==> config.mk <==
export PLATFORM = sky130hd
export DESIGN_NAME = rpt_front
export DESIGN_NICKNAME = d
export VERILOG_FILES = /design/src/rtl/rpt_pkg.sv /design/src/rtl/rpt_front.sv
export SDC_FILE = /design/constraint.sdc
export NUM_CORES = 1
export LEC_CHECK = 0
export BUFFER_PORTS_ARGS = -buffer_cell sky130_fd_sc_hd__buf_2
export CAP_MARGIN = 20
export CORE_MARGIN = 2
export CORE_UTILIZATION = 58
export CTS_CLUSTER_DIAMETER = 30
export DETAILED_ROUTE_END_ITERATION = 8
export GPL_TIMING_DRIVEN = 0
export HOLD_SLACK_MARGIN = 0.03
export PLACE_DENSITY_LB_ADDON = 0.25
export SLEW_MARGIN = 20
export SYNTH_ARGS = -nofsm -noshare
export SYNTH_HDL_FRONTEND = slang
export SYNTH_SLANG_ARGS = --single-unit
==> constraint.sdc <==
create_clock -name clk -period 20.5 [get_ports clk]
set_input_delay 0 -clock clk [delete_from_list [all_inputs] [get_ports clk]]
set_output_delay 0 -clock clk [all_outputs]
set_load 0.02 [all_outputs]
==> src/rtl/rpt_pkg.sv <==
// Package for the replication progress tracker.
// Holds the word types, operation and mode codes and window sizing constants.
// No dependencies.
`default_nettype none
package rpt_pkg;
  localparam int WINDOW_DEPTH = 256;
  localparam int SLOT_W = $clog2(WINDOW_DEPTH);
  localparam int FILL_W = $clog2(WINDOW_DEPTH + 1);

  typedef enum logic [3:0] {
    OP_ACK = 4'd0, OP_REJECT = 4'd1, OP_TO_PROBE = 4'd2, OP_TO_REPLICATE = 4'd3,
    OP_TO_SNAPSHOT = 4'd4, OP_SENT = 4'd5, OP_FREE_TO = 4'd6, OP_FREE_FIRST = 4'd7,
    OP_PAUSE = 4'd8
  } op_t;

  localparam logic [1:0] MODE_PROBE = 2'd0;
  localparam logic [1:0] MODE_REPLICATE = 2'd1;
  localparam logic [1:0] MODE_SNAPSHOT = 2'd2;

  typedef struct packed {
    logic [3:0]  operation;
    logic [62:0] log_index;
    logic [62:0] follower_last;
  } in_word_t;

  typedef struct packed {
    logic        accepted;
    logic [63:0] next_out;
    logic [62:0] match_out;
    logic [1:0]  mode_out;
    logic        sending_paused;
    logic        snapshot_abort;
    logic [8:0]  window_fill;
    logic        window_overflow;
  } out_word_t;

  // Classified event handed from the front part to the back part.
  typedef struct packed {
    logic [3:0]  operation;
    logic [62:0] log_index;
    logic [63:0] last_plus1;
    logic        op_known;
  } cmd_t;

  typedef enum logic [2:0] {
    ST_IDLE, ST_EXEC, ST_READ, ST_WAITRD, ST_CHECK, ST_OUT
  } state_t;
endpackage
`default_nettype wire

==> src/rtl/rpt_front.sv <==
// Front part: accepts input words and queues classified events.
// Depends on rpt_pkg.
`default_nettype none
module rpt_front (
  input  wire              clk,
  input  wire              rst,
  input  rpt_pkg::in_word_t in_data,
  input  wire              in_valid,
  output logic             in_ready,
  output rpt_pkg::cmd_t    cmd,
  output logic             cmd_valid,
  input  wire              cmd_take
);
  import rpt_pkg::*;

  // Two-entry queue.
  cmd_t q [2];
  logic rd_ptr, wr_ptr;
  logic [1:0] count;
  cmd_t c;

  always_comb begin
    c.operation = in_data.operation;
    c.log_index = in_data.log_index;
    c.last_plus1 = {1'b0, in_data.follower_last} + 64'd1;
    c.op_known = (in_data.operation <= 4'd8);
  end

  assign in_ready = (count != 2'd2);
  assign cmd_valid = (count != 2'd0);
  assign cmd = q[rd_ptr];

  always_ff @(posedge clk) begin
    if (in_valid && in_ready) q[wr_ptr] <= c;
  end

  always_ff @(posedge clk) begin
    if (rst) begin
      rd_ptr <= 1'b0;
      wr_ptr <= 1'b0;
      count <= 2'd0;
    end else begin
      if (in_valid && in_ready) wr_ptr <= ~wr_ptr;
      if (cmd_take) rd_ptr <= ~rd_ptr;
      count <= count + {1'b0, in_valid && in_ready} - {1'b0, cmd_take};
    end
  end

`ifndef NO_ASSERTIONS
  a_take_valid: assert property (@(posedge clk) disable iff (rst) cmd_take |-> cmd_valid)
    else $error("queue read while empty");
  a_count: assert property (@(posedge clk) disable iff (rst) count <= 2'd2)
    else $error("queue count out of range");
  a_full: assert property (@(posedge clk) disable iff (rst)
    (count == 2'd2 && !cmd_take) |=> !in_ready)
    else $error("full queue took a word");
`endif
endmodule
`default_nettype wire

# --- Word level (Yosys, flattened, before mapping) ---
# Memories as Yosys holds them, arrays and structs flattened. A register that Yosys moved wholly into a read port is not among the register bits.
# Index checks and enable logic that the tools add are counted.
op_classes:
  addsub: 3
  magnitude_cmp: 1
  n_eq_ne: 1
  muxes: 4
  bitwise: 2
  reduce_logical: 2
op_table:
  columns: ["op", "count"]
  rows:
  - ["63-bit by 1-bit adder with 64-bit output, second input constant", 1]
  - ["4-bit <= comparator, second input constant", 1]
  - ["1-bit 2-to-1 mux", 4]
  - ["2-bit by 1-bit adder with 2-bit output", 1]
  - ["2-bit != test, second input constant", 1]
  - ["1-bit inverter", 2]
  - ["2-bit nonzero test", 1]
  - ["2-bit by 1-bit subtractor with 2-bit output", 1]
  - ["1-bit logical AND", 1]
totals:
  reg_bits: 4
  ramBits: 264
  input_bits: 134
  out_inout_bits: 134
  word_cells: 17
  mem_count: 1
memory_table:
  columns: ["name", "words", "width", "read_ports", "rd_ports_with_merged_regs", "write_ports", "line_no", "source"]
  rows:
  - ["q", 2, 132, 1, 1, 1, "rpt_front.sv:17", "cmd_t q [2];"]

# --- Longest topological paths before layout ---
# Gate-level depths: netlist of the first run.
depth:
  depth_word: 4
  depth_mapped: 8
  mapped_depth_nobuf: 8

# --- Worst setup path before layout of the first run ---
# OpenSTA, ideal clock, no wires.
synth_timing:
  path_kind: "register to register"
  startpoint: "reg count[0]"
  endpoint: "mem q[0][0] (netlist bit) (enable)"
  setup_ns: 0.625
  arrival_time_ns: 6.214
  t_required_ns: 19.875
  slack_ns: 13.661
  path_stages_with_launch: 4
  n_path_buf: 0
  synth_period_minus_slack_ns: 6.839
  path_cell_list: "dfxtp_1 -> nand2b_1 -> nand2_1 -> nor2_1"
synth_between:
  elab_chain_cells: 4
synth_lines:
  columns: ["item", "line_no", "source"]
  rows:
  - ["start: declaration", "rpt_front.sv:19", "logic [1:0] count;"]
  - ["start signal: assignment", "rpt_front.sv:45", "count <= count + {1'b0, in_valid && in_ready} - {1'b0, cmd_take};"]
  - ["2-bit != test", "rpt_front.sv:29", "assign in_ready = (count != 2'd2);"]
  - ["named net in_ready", "rpt_front.sv:9", "output logic in_ready,"]
  - ["1-bit logical AND", "rpt_front.sv:34", "if (in_valid && in_ready) q[wr_ptr] <= c;"]
  - ["1-bit 2-to-1 mux", "rpt_front.sv:34", null]
  - ["1-bit 2-to-1 mux (implied by the code)", "rpt_front.sv:34", null]
  - ["end: declaration", "rpt_front.sv:17", null]
# The timed path passes the listed nets, and every way through them passes these cells.

==> results of run 1 <==
metrics by stage:
step | cells | hold WS [ns] | area [um^2] | setup slack [ns]
floorplan | 642 | 0.0716 | 11100 | 13.66
global placement | 1143 | 0.188 | 12700 | 10.85
detailed placement | 1151 | 0.191 | 12900 | 18.11
CTS | 1379 | 0.189 | 15800 | 17.54
global route | 1380 | 0.206 | 15800 | 17.35
finish | 1380 | 0.214 | 15800 | 17.50
power groups by stage:
stage	Clock (mW)	Sequential, mW	Combinational [mW]
6_report	0.709	0.728	0.341
5_1_grt	0.740	0.733	0.360
4_1_cts	0.713	0.724	0.335
3_5_place_dp	0	0.733	0.308
3_3_place_gp	0	0.757	0.285
2_1_floorplan	0	0.745	0.187
placed cells by master, fill, tap and decap left out, drive strengths merged, types with 6 or more instances in the layout:
| cell type | count |
|---|---|
| and3 | 11 |
| and4 | 6 |
| buf | 277 |
| clkbuf | 67 |
| clkinv | 14 |
| dlygate4sd3 | 150 |
| edfxtp | 264 |
| inv | 12 |
| mux2 | 132 |
| nand2 | 23 |
| nand3 | 27 |
| nand4 | 24 |
| nor2 | 23 |
| nor3 | 16 |
| nor4 | 9 |
| xnor2 | 39 |
| xor2 | 26 |
worst max-delay path by stage:
stage	start	to
2_1_floorplan	count[0]	q[0][0]
3_3_place_gp	count[0]	q[0][67]
3_5_place_dp	in_data[0]	q[0][63]
4_1_cts	flip-flop	cmd[64]
5_1_grt	in_data[0]	q[1][63]
6_report	in_data[0]	q[1][63]
worst max-delay path, cell delays in order:
cell and delay, ns:
dlygate4sd3_1 0.54, buf_2 0.15, ha_1 0.22, nand3_1 0.16, nor4_1 0.86, and4_1 0.43
nand4_1 0.15, xnor2_1 0.16, dlygate4sd3_1 0.58
registers in the layout, indices dropped and copies added, names as in the netlist, named ones only:
name,flops
count,2
q,264
rd_ptr,1
wr_ptr,1
cells by family (layout without fill, tap and decap cells):
kind of cell             Yosys count  after routing  synth area share (%)
adder cells (fa/ha/maj)            3              3                 0.339
flip-flops                       269            269                  72.5
AO/OA/AOI/OAI                      1              1                0.0678
multiplexers                     132            132                  13.4
XOR/XNOR                          65             65                  5.14
AND/OR/NAND/NOR                  146            146                  7.59
other                              0              1                     0
buffers and inverters             26            529                 0.960
timing repair:
action | 4_1_cts | 5_1_grt
hold buffers | 150 | 0
hold endpoints to repair | 269 | 0
resized for setup | 0 | 0
final cells by class:
class                           instances  area (um^2)  area share, %
Antenna cell                            1         2.50         0.0158
Buffer                                 19         80.1          0.506
Clock buffer                           50         1140           7.24
Clock inverter                         28          284           1.80
Inverter                                7         26.3          0.166
Multi-Input combinational cell        347         2950           18.7
Sequential cell                       269         8030           50.8
Tap cell                              234          293           1.85
Timing Repair Buffer                  425         3010           19.0
routing by layer:
metal  GRT usage [%]  vias up
met5               0        -
met4            10.1        0
met3            7.64       62
met2            54.1      378
met1            31.4     3733
li1                -     3453
==> impl_results.md, run 1 <==
- All-Layer GR Usage: 28.8%
- Reg power frac: about two fifths
- CTS max path bufs: 3
- WP data arrival: 3.25 ns
- R2R setup slack: 18.26 ns
- Sequential area share after synthesis: about 72%
- Initial antenna violation count: 1
- Slew at the pin closest to its max-slew limit: 1.10 ns
- Die Area: 20200 um^2
- Placer Congestion: 0.836
- Routed len/inst: 21.2 um
- Yosys reg bits: 269
- Count leader, synth: edfxtp_1
- Max-cap violations: 0
- Clk root buf: clkbuf_16
- Largest cells by area after synthesis: edfxtp_1, mux2_2, xnor2_1
- Remaining DRCs: 0
- Via density: roughly 5.5
- Io pins: 268
- CTS Buf Count: 44
- Clk_lat worst skew: 0.52 ns
- Critical path class: input pin to flip-flop
- Met2 wire length: 15.7 mm
- Die H: 142 um
- Wl on met1: 10.3 mm
- Postcts setup bufs: 0
- Synth warn: 0
- Status: finished, final reports clean
- Clock sinks: 269
- Setup TNS: 0 ns
- Detailed Routing Iterations Pass 1: 5
- Final net count: 1250
- Synth-to-Final Area Change: 42.8%
- Grt total ovfl: 0
- Post-synth top area share: 71.6%
- Final setup viols: 0
- Int Pwr: 1.30 mW
- RR Endpoint: count[1]
- Lkg Pwr: 5.99 nW
- Hpwl dp: 16.1 mm
- RSZ-0062 raised after global routing: no
- Max-slew violation count: 0
- Final ANT Viol Nets: 0
- Hold Crit Depth: 2
- Pwr/cell area: 112 nW/um^2
- Final period util: 14.6%
- First-pass GRT wire length: 44.3 mm
- DRT iter0 DRCs: slightly above 400
- Number of global-route vias before repair: 8263
- Clk pwr share: between 30% and 40%
- IO Port Bufs: 267
- Worst hold path type: input pin to flip-flop
- Core Box Area: 18700 um^2
- Post-Synthesis Cells: 642
- Fmax: 0.334 GHz
- Number of fill cells: 867
- Die X: around 140 um
- Reg2Reg Depth: 9
- Min-delay src: in_data[104]
- Switching Power: 0.473 mW
- Final Hold Fails: 0
- Critical R2R Launch: count[0]
- Fraction of registers with async set/reset: 0%
- Final core occ: 84.6%
- Starting utilization of the core area: 59.2%
- Tot Pwr: around 1.8 mW
- Hold Crit Endpoint: q[1][106]
- Max IR drop VDD: 0.0929 mV
- H-Tree Depth: 2
- Worst Setup End Kind: flip-flop
- Number of flops mapped to enable cells by yosys: 264
- Primary FF master, synth: edfxtp_1
- Post-synth top area cell: edfxtp_1
- Slew HR: 26.2%
- WL met3: 2.35 mm
- Distinct cell type count after synthesis: 31
- Pin count of the biggest net entering global routing: 39
- WL final: between 20 and 30 mm
- Final Critical Period: 3.00 ns
- CP Max Fanout: 5
- Worst-path clk slew: 0.05 ns
- Uppermost layer routed: met4
- CTS tree: built
- Max Clock Skew: roughly 0.010 ns
- Combinational share of power: 19.2%
- Worst Path Required: 20.76 ns
- Mapped Nets: 779
- Syn Std Cell Area: 11100 um^2
- Total number of vias: 7626
- Synth cell count leaders: edfxtp_1, mux2_2, xnor2_1
- Sw frac: 26.6%
- Share of cells above drive strength 1: a little over two fifths
- Startpoint types: input pin
- Rows: 50
- Mapped Avg Cell Area: 17.3 um^2
Power figures use the tool's default switching activity.
==> run 2, diff against run 1 <==
--- a/config.mk
+++ b/config.mk
@@ -5,10 +5,11 @@
 export SDC_FILE = /design/constraint.sdc
 export NUM_CORES = 1
 export LEC_CHECK = 0
+export ABC_AREA = 1
 export BUFFER_PORTS_ARGS = -buffer_cell sky130_fd_sc_hd__buf_2
 export CAP_MARGIN = 20
 export CORE_MARGIN = 2
-export CORE_UTILIZATION = 58
+export CORE_UTILIZATION = 49
 export CTS_CLUSTER_DIAMETER = 30
 export DETAILED_ROUTE_END_ITERATION = 8
 export GPL_TIMING_DRIVEN = 0
==> constraint.sdc (replaced) <==
create_clock -name clk -period 2.44 [get_ports clk]
set_input_delay 0 -clock clk [delete_from_list [all_inputs] [get_ports clk]]
set_output_delay 0 -clock clk [all_outputs]
set_load 0.02 [all_outputs]
==> run 2 against run 1 <==
Net effect:
- critical path depth fell by 4
- combinational power rose to 6.6 times the previous value
- area after synthesis rose by 6.0%
- sequential cell count did not move
- wire length rose by 4.8%
- non-clock buffer count fell by 17
- worst setup slack got worse by 17 ns
- via count rose by 11%
- critical endpoint is now cmd[113]
- clock skew rose by 0.0074 ns
- first-iteration DRC count rose by 38%
- clock power rose to 9.8 times the previous value
- count of clock-buffer cells in the layout rose by 5
==> impl_results.md, run 2 <==
- Slew HR: 48.6% (+22 points)
- Largest register FFs: 264 (unchanged)
- Hpwl dp: 21.0 mm (+31%)
- Synth warn: 0 (unchanged)
- Reg2Reg Depth: 6 (-3)
- Post-synth top area share: 67.5% (-4.1 points)
- Detailed Routing Iterations Pass 1: 5 (unchanged)
- Grt total ovfl: 0 (unchanged)
- All-Layer GR Usage: 24.0% (-4.9 points)
- Fraction of registers with async set/reset: 0% (unchanged)
- Io pins: 268 (unchanged)
- Post-Synthesis Cells: 883 (+38%)
- Lkg Pwr: 6.57 nW (+9.6%)
- Die H: 159 um (+12%)
- Min-delay src: in_data[77]
- Distinct cell type count after synthesis: 26 (-16%)
- Total number of vias: 8500 (+11%)
- RSZ-0062 raised after global routing: no
- Worst-path clk slew: 0.05 ns (about the same)
- WP data arrival: 2.28 ns (-0.97 ns)
- Final Hold Fails: 0 (unchanged)
- Final ANT Viol Nets: 0 (unchanged)
- Most frequent CP cell: buf_2
- Syn Std Cell Area: 11700 um^2 (+6.0%)
- Pin count of the biggest net entering global routing: 27 (-31%)
- Number of flops mapped to enable cells by yosys: 264 (unchanged)
- H-Tree Depth: 2 (unchanged)
- Count leader, synth: edfxtp_1
- Worst hold path type: input pin to flip-flop
- CP top delay family: buffers and inverters
- Most flops, register: q
- Clock sinks: 269 (unchanged)
- Clk_lat worst skew: 0.54 ns (+0.02 ns)
- CP Cell Sequence: clkbuf_1 > clkbuf_4 > buf_2 > mux2_2 > buf_2
- Fin cells: 1708 (+24%)
- Max Clock Skew: 0.0175 ns (+0.00741 ns)
- Post-synth top area cell: edfxtp_1
- Via density: 4.98 (-9.9%)
- Yosys reg bits: 269 (unchanged)
- Share of cells above drive strength 1: 39.0% (-3.4 points)
- PnR worst setup slack: 0.160 ns (-17.34 ns)
- CP Max Fanout: 10 (+5)
- Core Box Area: 23500 um^2 (+25%)
- Pwr/cell area: 886 nW/um^2 (+690%)
- Slowest-stage cell, CP: mux2_2
- Max-slew violation count: 0 (unchanged)
- CTS tree: built
- DP Area: 13800 um^2 (+6.8%)
- CTS max path bufs: 3 (unchanged)
- Primary FF master, synth: edfxtp_1
- Postcts setup bufs: 0 (unchanged)
- Final period util: 93.5%
- Fmax: between 0.4 and 0.5 GHz
- IO Port Bufs: 267 (unchanged)
- Critical R2R Launch: count[1]
- Hold Crit Depth: 2 (unchanged)
- Max-cap violations: 0 (unchanged)
- Biggest registers after layout: q: 264 flops, count: 2 flops
- Rows: 56 (+12%)
- Tot Pwr: 14.9 mW (+740%)
- Synth cell count leaders: edfxtp_1, nand2_1, mux2_2
- Final Critical Period: approximately 2.3 ns
- Commonest non-fill, non-tap cells in the layout: buf_2, edfxtp_1, nand2_1, dlygate4sd3_1, mux2_2
- Die X: 159 um (+12%)
- Worst path bufs/invs: 4 (+1)
- Critical path class: flip-flop to output port
- Synth-to-Final Area Change: 43.4%
- CTS Buf Count: 50 (+14%)
- Startpoint types: flip-flop
- Starting utilization of the core area: 50.0% (-9.2 points)
- Placer Congestion: 0.949 (+14%)
- Hold slack: 0.180 ns (-0.0345 ns)
- Most common cell after layout, fill and taps aside: buf_2
- CP max stage delay: 0.39 ns (-0.47 ns)
- Die Area: 25200 um^2 (+25%)
- Worst Path Required: 2.44 ns (-18.32 ns)
- CP Depth: 5 (-4)
- Place WS: 0.398 ns (-17.71 ns)
- Largest cells by area after synthesis: edfxtp_1, mux2_2, nand2_1
- WL final: 30.6 mm (+4.8%)
- Final net count: 1484 (+19%)
- Clk root buf: clkbuf_16
- Worst Setup End Kind: output port
- Final setup viols: 0 (unchanged)
- Mapped Avg Cell Area: 13.3 um^2 (-23%)
- Cells after DPL: 1480 (+29%)
- Final core occ: 71.7% (-13 points)
- Sequential area share after synthesis: 68.4% (-4.1 points)
- First-pass GRT wire length: 47.3 mm (+6.8%)
- Mapped Nets: 1020 (+31%)
- Routed len/inst: 17.9 um (-15%)
- Number of global-route vias before repair: 8905 (+7.8%)
- Finished Cell Area: 16800 um^2 (+6.5%)
- Setup TNS: 0 ns (unchanged)
- Initial antenna violation count: 1 (unchanged)
- Remaining DRCs: 0 (unchanged)
- Status: finished, final reports clean
- Max IR drop VDD: 0.674 mV (+630%)
- Slew at the pin closest to its max-slew limit: 0.770 ns (-0.328 ns)
- DRT iter0 DRCs: 570 (+38%)
==> run 2: changes by cell type after synthesis, moves of 12 or more <==
cell      change
buf_2        +14
clkbuf_1     -15
inv_1        +37
nand2_1     +173
nand3_1      -15
nand4_1      -12
nor2_1       +91
nor3_1       -12
o21ai_1      +15
xnor2_1      -17
xor2_1       -14
==> run 2: routing by layer <==
layer | global-route usage, % | up-vias | share of wire [%]
li1 | - | 4060 | -
met2 | 42.6 | 334 | 51
met1 | 29.0 | 4045 | 40
met4 | 8.17 | 0 | 2.8
met3 | 5.17 | 61 | 6.1
met5 | 0 | - | 0
==> run 2: final cells by class <==
cell class,count,area [um^2]
antenna,1,2.50
timing repair buffer,412,2940
clock inverter,38,438
tap,319,399
fill,1596,6630
inverter,45,169
clock buffer,55,1290
multi-input combinational,554,3500
buffer,15,76.3
sequential,269,8030
==> run 2: logic make-up (layout without fill, tap and decap cells) <==
group,count (synthesis),after routing,synth area share [%]
buffers and inverters,60,565,2.07
multiplexers,132,132,12.7
XOR/XNOR,34,34,2.54
other,0,1,0
AO/OA/AOI/OAI,20,20,0.874
adder cells (fa/ha/maj),3,3,0.320
flip-flops,269,269,68.4
AND/OR/NAND/NOR,365,365,13.2
==> run 2: worst reg2reg max path, cell delays in order, from the launching register on <==
cell and delay [ns]:
dfxtp_1 0.35, nand2_4 0.10, nand2_4 0.08, nor2_4 0.54
buf_12 0.27, buf_16 0.20, buf_16 0.18
==> run 2: repair_timing <==
item	CTS	global route
endpoints found under the hold margin	304	0
endpoints found under the setup margin	0	37
gates resized for setup	0	1
hold buffers	134	0
==> run 2: where the power goes <==
part	total (mW)	switching [mW]	internal, mW
combinational	2.25	1.32	0.937
sequential	5.72	0.105	5.62
clock	6.93	2.33	4.60
total	14.9	3.76	11.2
==> run 2: final timing paths <==
check                                end  slack, ns
worst max-delay path            cmd[113]       0.16
worst min-delay path            q[1][79]       0.18
worst max register to register  q[1][80]       0.43
worst min register to register    rd_ptr       0.51
==> run 3, diff against run 2 <==
--- a/config.mk
+++ b/config.mk
@@ -14,6 +14,7 @@
 export DETAILED_ROUTE_END_ITERATION = 8
 export GPL_TIMING_DRIVEN = 0
 export HOLD_SLACK_MARGIN = 0.03
+export MAX_ROUTING_LAYER = met4
 export PLACE_DENSITY_LB_ADDON = 0.25
 export SLEW_MARGIN = 20
 export SYNTH_ARGS = -nofsm -noshare
==> run 3 against run 2 <==
Net effect:
- hold slack better by 0.00074 ns
- global-route usage is 0.96 points higher
- worst setup slack worse by 0.013 ns
- sequential share of layout area down 0.19 points
- utilization up 0.29 points
- critical endpoint is now cmd[110]
- largest power group unchanged
- power up 0.71%
==> impl_results.md, run 3 (synthesis gave the netlist of run 2 again) <==
- Status: finished, final reports clean
- Final ANT Viol Nets: 0 (unchanged)
- Remaining DRCs: 0 (unchanged)
- Core Box Area: 23500 um^2 (unchanged)
- Grt total ovfl: 0 (unchanged)
- Critical path class: flip-flop to output port
- Max-slew violation count: 0 (unchanged)
- Clk_lat worst skew: 0.54 ns (about the same)
- CTS Buf Count: 49 (-2.0%)
- CTS max path bufs: 3 (unchanged)
- All-Layer GR Usage: 25.0% (+0.96 points)
- Antenna Cells: 0 (-1)
- Pwr/cell area: 888 nW/um^2 (+0.31%)
- Tot Pwr: 15.0 mW (+0.71%)
- Synth-to-Final Area Change: 44.0%
- Startpoint types: flip-flop
- Die Area: 25200 um^2 (unchanged)
- Worst hold path type: input pin to flip-flop
- Detailed Routing Iterations Pass 1: 7 (+2)
- Pin count of the biggest net entering global routing: 27 (unchanged)
- Number of fill cells: 1563 (-2.1%)
- Worst Setup End Kind: output port
- Die X: 159 um (unchanged)
- Die H: 159 um (unchanged)
- Lkg Pwr: 6.58 nW (+0.14%)
- Share of cells above drive strength 1: 38.2% (-0.86 points)
- Area taken by multi-input logic gates: 3500 um^2 (unchanged)
- Via density: 4.99 (+0.21%)
- Final period util: 94.0% (+0.52 points)
- Clock sinks: 269 (unchanged)
- Postcts setup bufs: 0 (unchanged)
- H-Tree Depth: 2 (unchanged)
- Clk root buf: clkbuf_16
- Io pins: 268 (unchanged)
- Worst-path clk slew: 0.05 ns (about the same)
- Final net count: 1486 (+0.13%)
- Worst Path Required: 2.44 ns (about the same)
- IO Port Bufs: 267 (unchanged)
- Slew at the pin closest to its max-slew limit: 0.663 ns (-0.106 ns)
- Final core occ: 72.0% (+0.29 points)
- Final Hold Fails: 0 (unchanged)
- Hold Crit Depth: 2 (unchanged)
- Routed len/inst: 18.2 um (+1.4%)
- DRT iter0 DRCs: 688 (+21%)
- Number of global-route vias before repair: 8938 (+0.37%)
- Max Clock Skew: 0.0146 ns (-0.00293 ns)
- Min-delay src: in_data[121]
- Max-cap violations: 0 (unchanged)
- Slew HR: 55.7% (+7.1 points)
- Largest register FFs: 264 (unchanged)
- Commonest non-fill, non-tap cells in the layout: buf_2, edfxtp_1, nand2_1, dlygate4sd3_1, mux2_2
- Hold Crit Endpoint: q[1][123]
- Critical R2R Launch: count[0]
- First-pass GRT wire length: 48.0 mm (+1.3%)
- Initial antenna violation count: 0 (-1)
- Fmax: 0.436 GHz (-0.55%)
- Sequential Area: 8030 um^2 (unchanged)
- RSZ-0062 raised after global routing: no
- Most flops, register: q
- WP data arrival: 2.29 ns (about the same)
- CP Max Fanout: 10 (unchanged)
- R2R setup slack: 0.41 ns (-0.02 ns)
- Total number of vias: 8513 (+0.15%)
- Reg2Reg Depth: 7 (+1)
- Rows: 56 (unchanged)
- Hpwl dp: 21.5 mm (+2.2%)
- Final Critical Period: 2.29 ns (+0.0127 ns)
- RR Endpoint: q[1][64]
- CTS tree: built
- WL final: 31.0 mm (+1.3%)
- Max IR drop VDD: 0.865 mV (+28%)
- Starting utilization of the core area: 50.0% (unchanged)
- Most common cell after layout, fill and taps aside: buf_2
- Final setup viols: 0 (unchanged)
- Biggest registers after layout: q: 264 flops, count: 2 flops
- Placer Congestion: 0.948 (about the same)
## run 3: cell count changes in the layout (fill, tap and decap cells not counted), sizes merged
cell / previous run / this run
bufinv: 7 / 10
dlygate4sd3: 134 / 136
buf: 291 / 292
clkbuf: 57 / 60
clkinv: 21 / 16
clkinvlp: 4 / 5
diode: 1 / 0
inv: 51 / 46
## run 3: layout make-up
cell class	instances	area share (%)
Buffer	15	0.451
Clock buffer	58	7.58
Clock inverter	32	2.65
Inverter	45	0.999
Multi-Input combinational cell	554	20.7
Sequential cell	269	47.5
Tap cell	319	2.36
Timing Repair Buffer	415	17.8
## run 3: worst max-delay path, cell delays in order, from the launching register on
cell      delay [ns]
dfxtp_1         0.30
clkbuf_1        0.29
clkbuf_4        0.32
buf_2           0.30
mux2_2          0.38
buf_2           0.16
## run 3: worst max path at each step
stage                     startpoint  endpoint  slack [ns]  cells past startpoint
after floorplan             count[0]   q[1][0]       -0.49                      4
after global placement      count[0]  q[1][61]       -1.54                      4
after detailed placement    count[0]  q[1][59]        0.40                      7
final                      flip-flop  cmd[110]        0.15                      5
after global routing       flip-flop   cmd[51]        0.02                      5
after CTS                  flip-flop  cmd[107]        0.02                      5
## run 3: power breakdown
part	internal [mW]	switching, mW
clock	4.80	2.20
combinational	0.966	1.33
sequential	5.62	0.107
total	11.4	3.63
## run 3: routing by layer
metal / vias to the layer above / wire [um] / track usage [%]
met1: 4042 / 12300 / 29.3
li1: 4076 / - / -
met5: - / 0 / -
met2: 332 / 15900 / 43.7
met4: 0 / 721 / 7.55
met3: 63 / 2020 / 4.75
## run 3: repair_timing
item	in CTS	in global routing
hold endpoints to repair	294	0
setup endpoints to repair	0	40
resized for setup	0	1
hold buffers	136	0
## run 3: metrics by stage
stage / std cells / setup TNS (ns) / setup slack, ns / hold WS [ns] / area (um^2)
4_1_cts: 1707 / 0 / 0.0218 / 0.164 / 16900
3_5_place_dp: 1481 / 0 / 0.403 / 0.191 / 13800
2_1_floorplan: 883 / -126.24 / -0.492 / 0.0638 / 11800
5_1_grt: 1707 / 0 / 0.0218 / 0.169 / 16900
6_report: 1707 / 0 / 0.147 / 0.180 / 16900
3_3_place_gp: 1469 / -399.46 / -1.54 / 0.188 / 13500
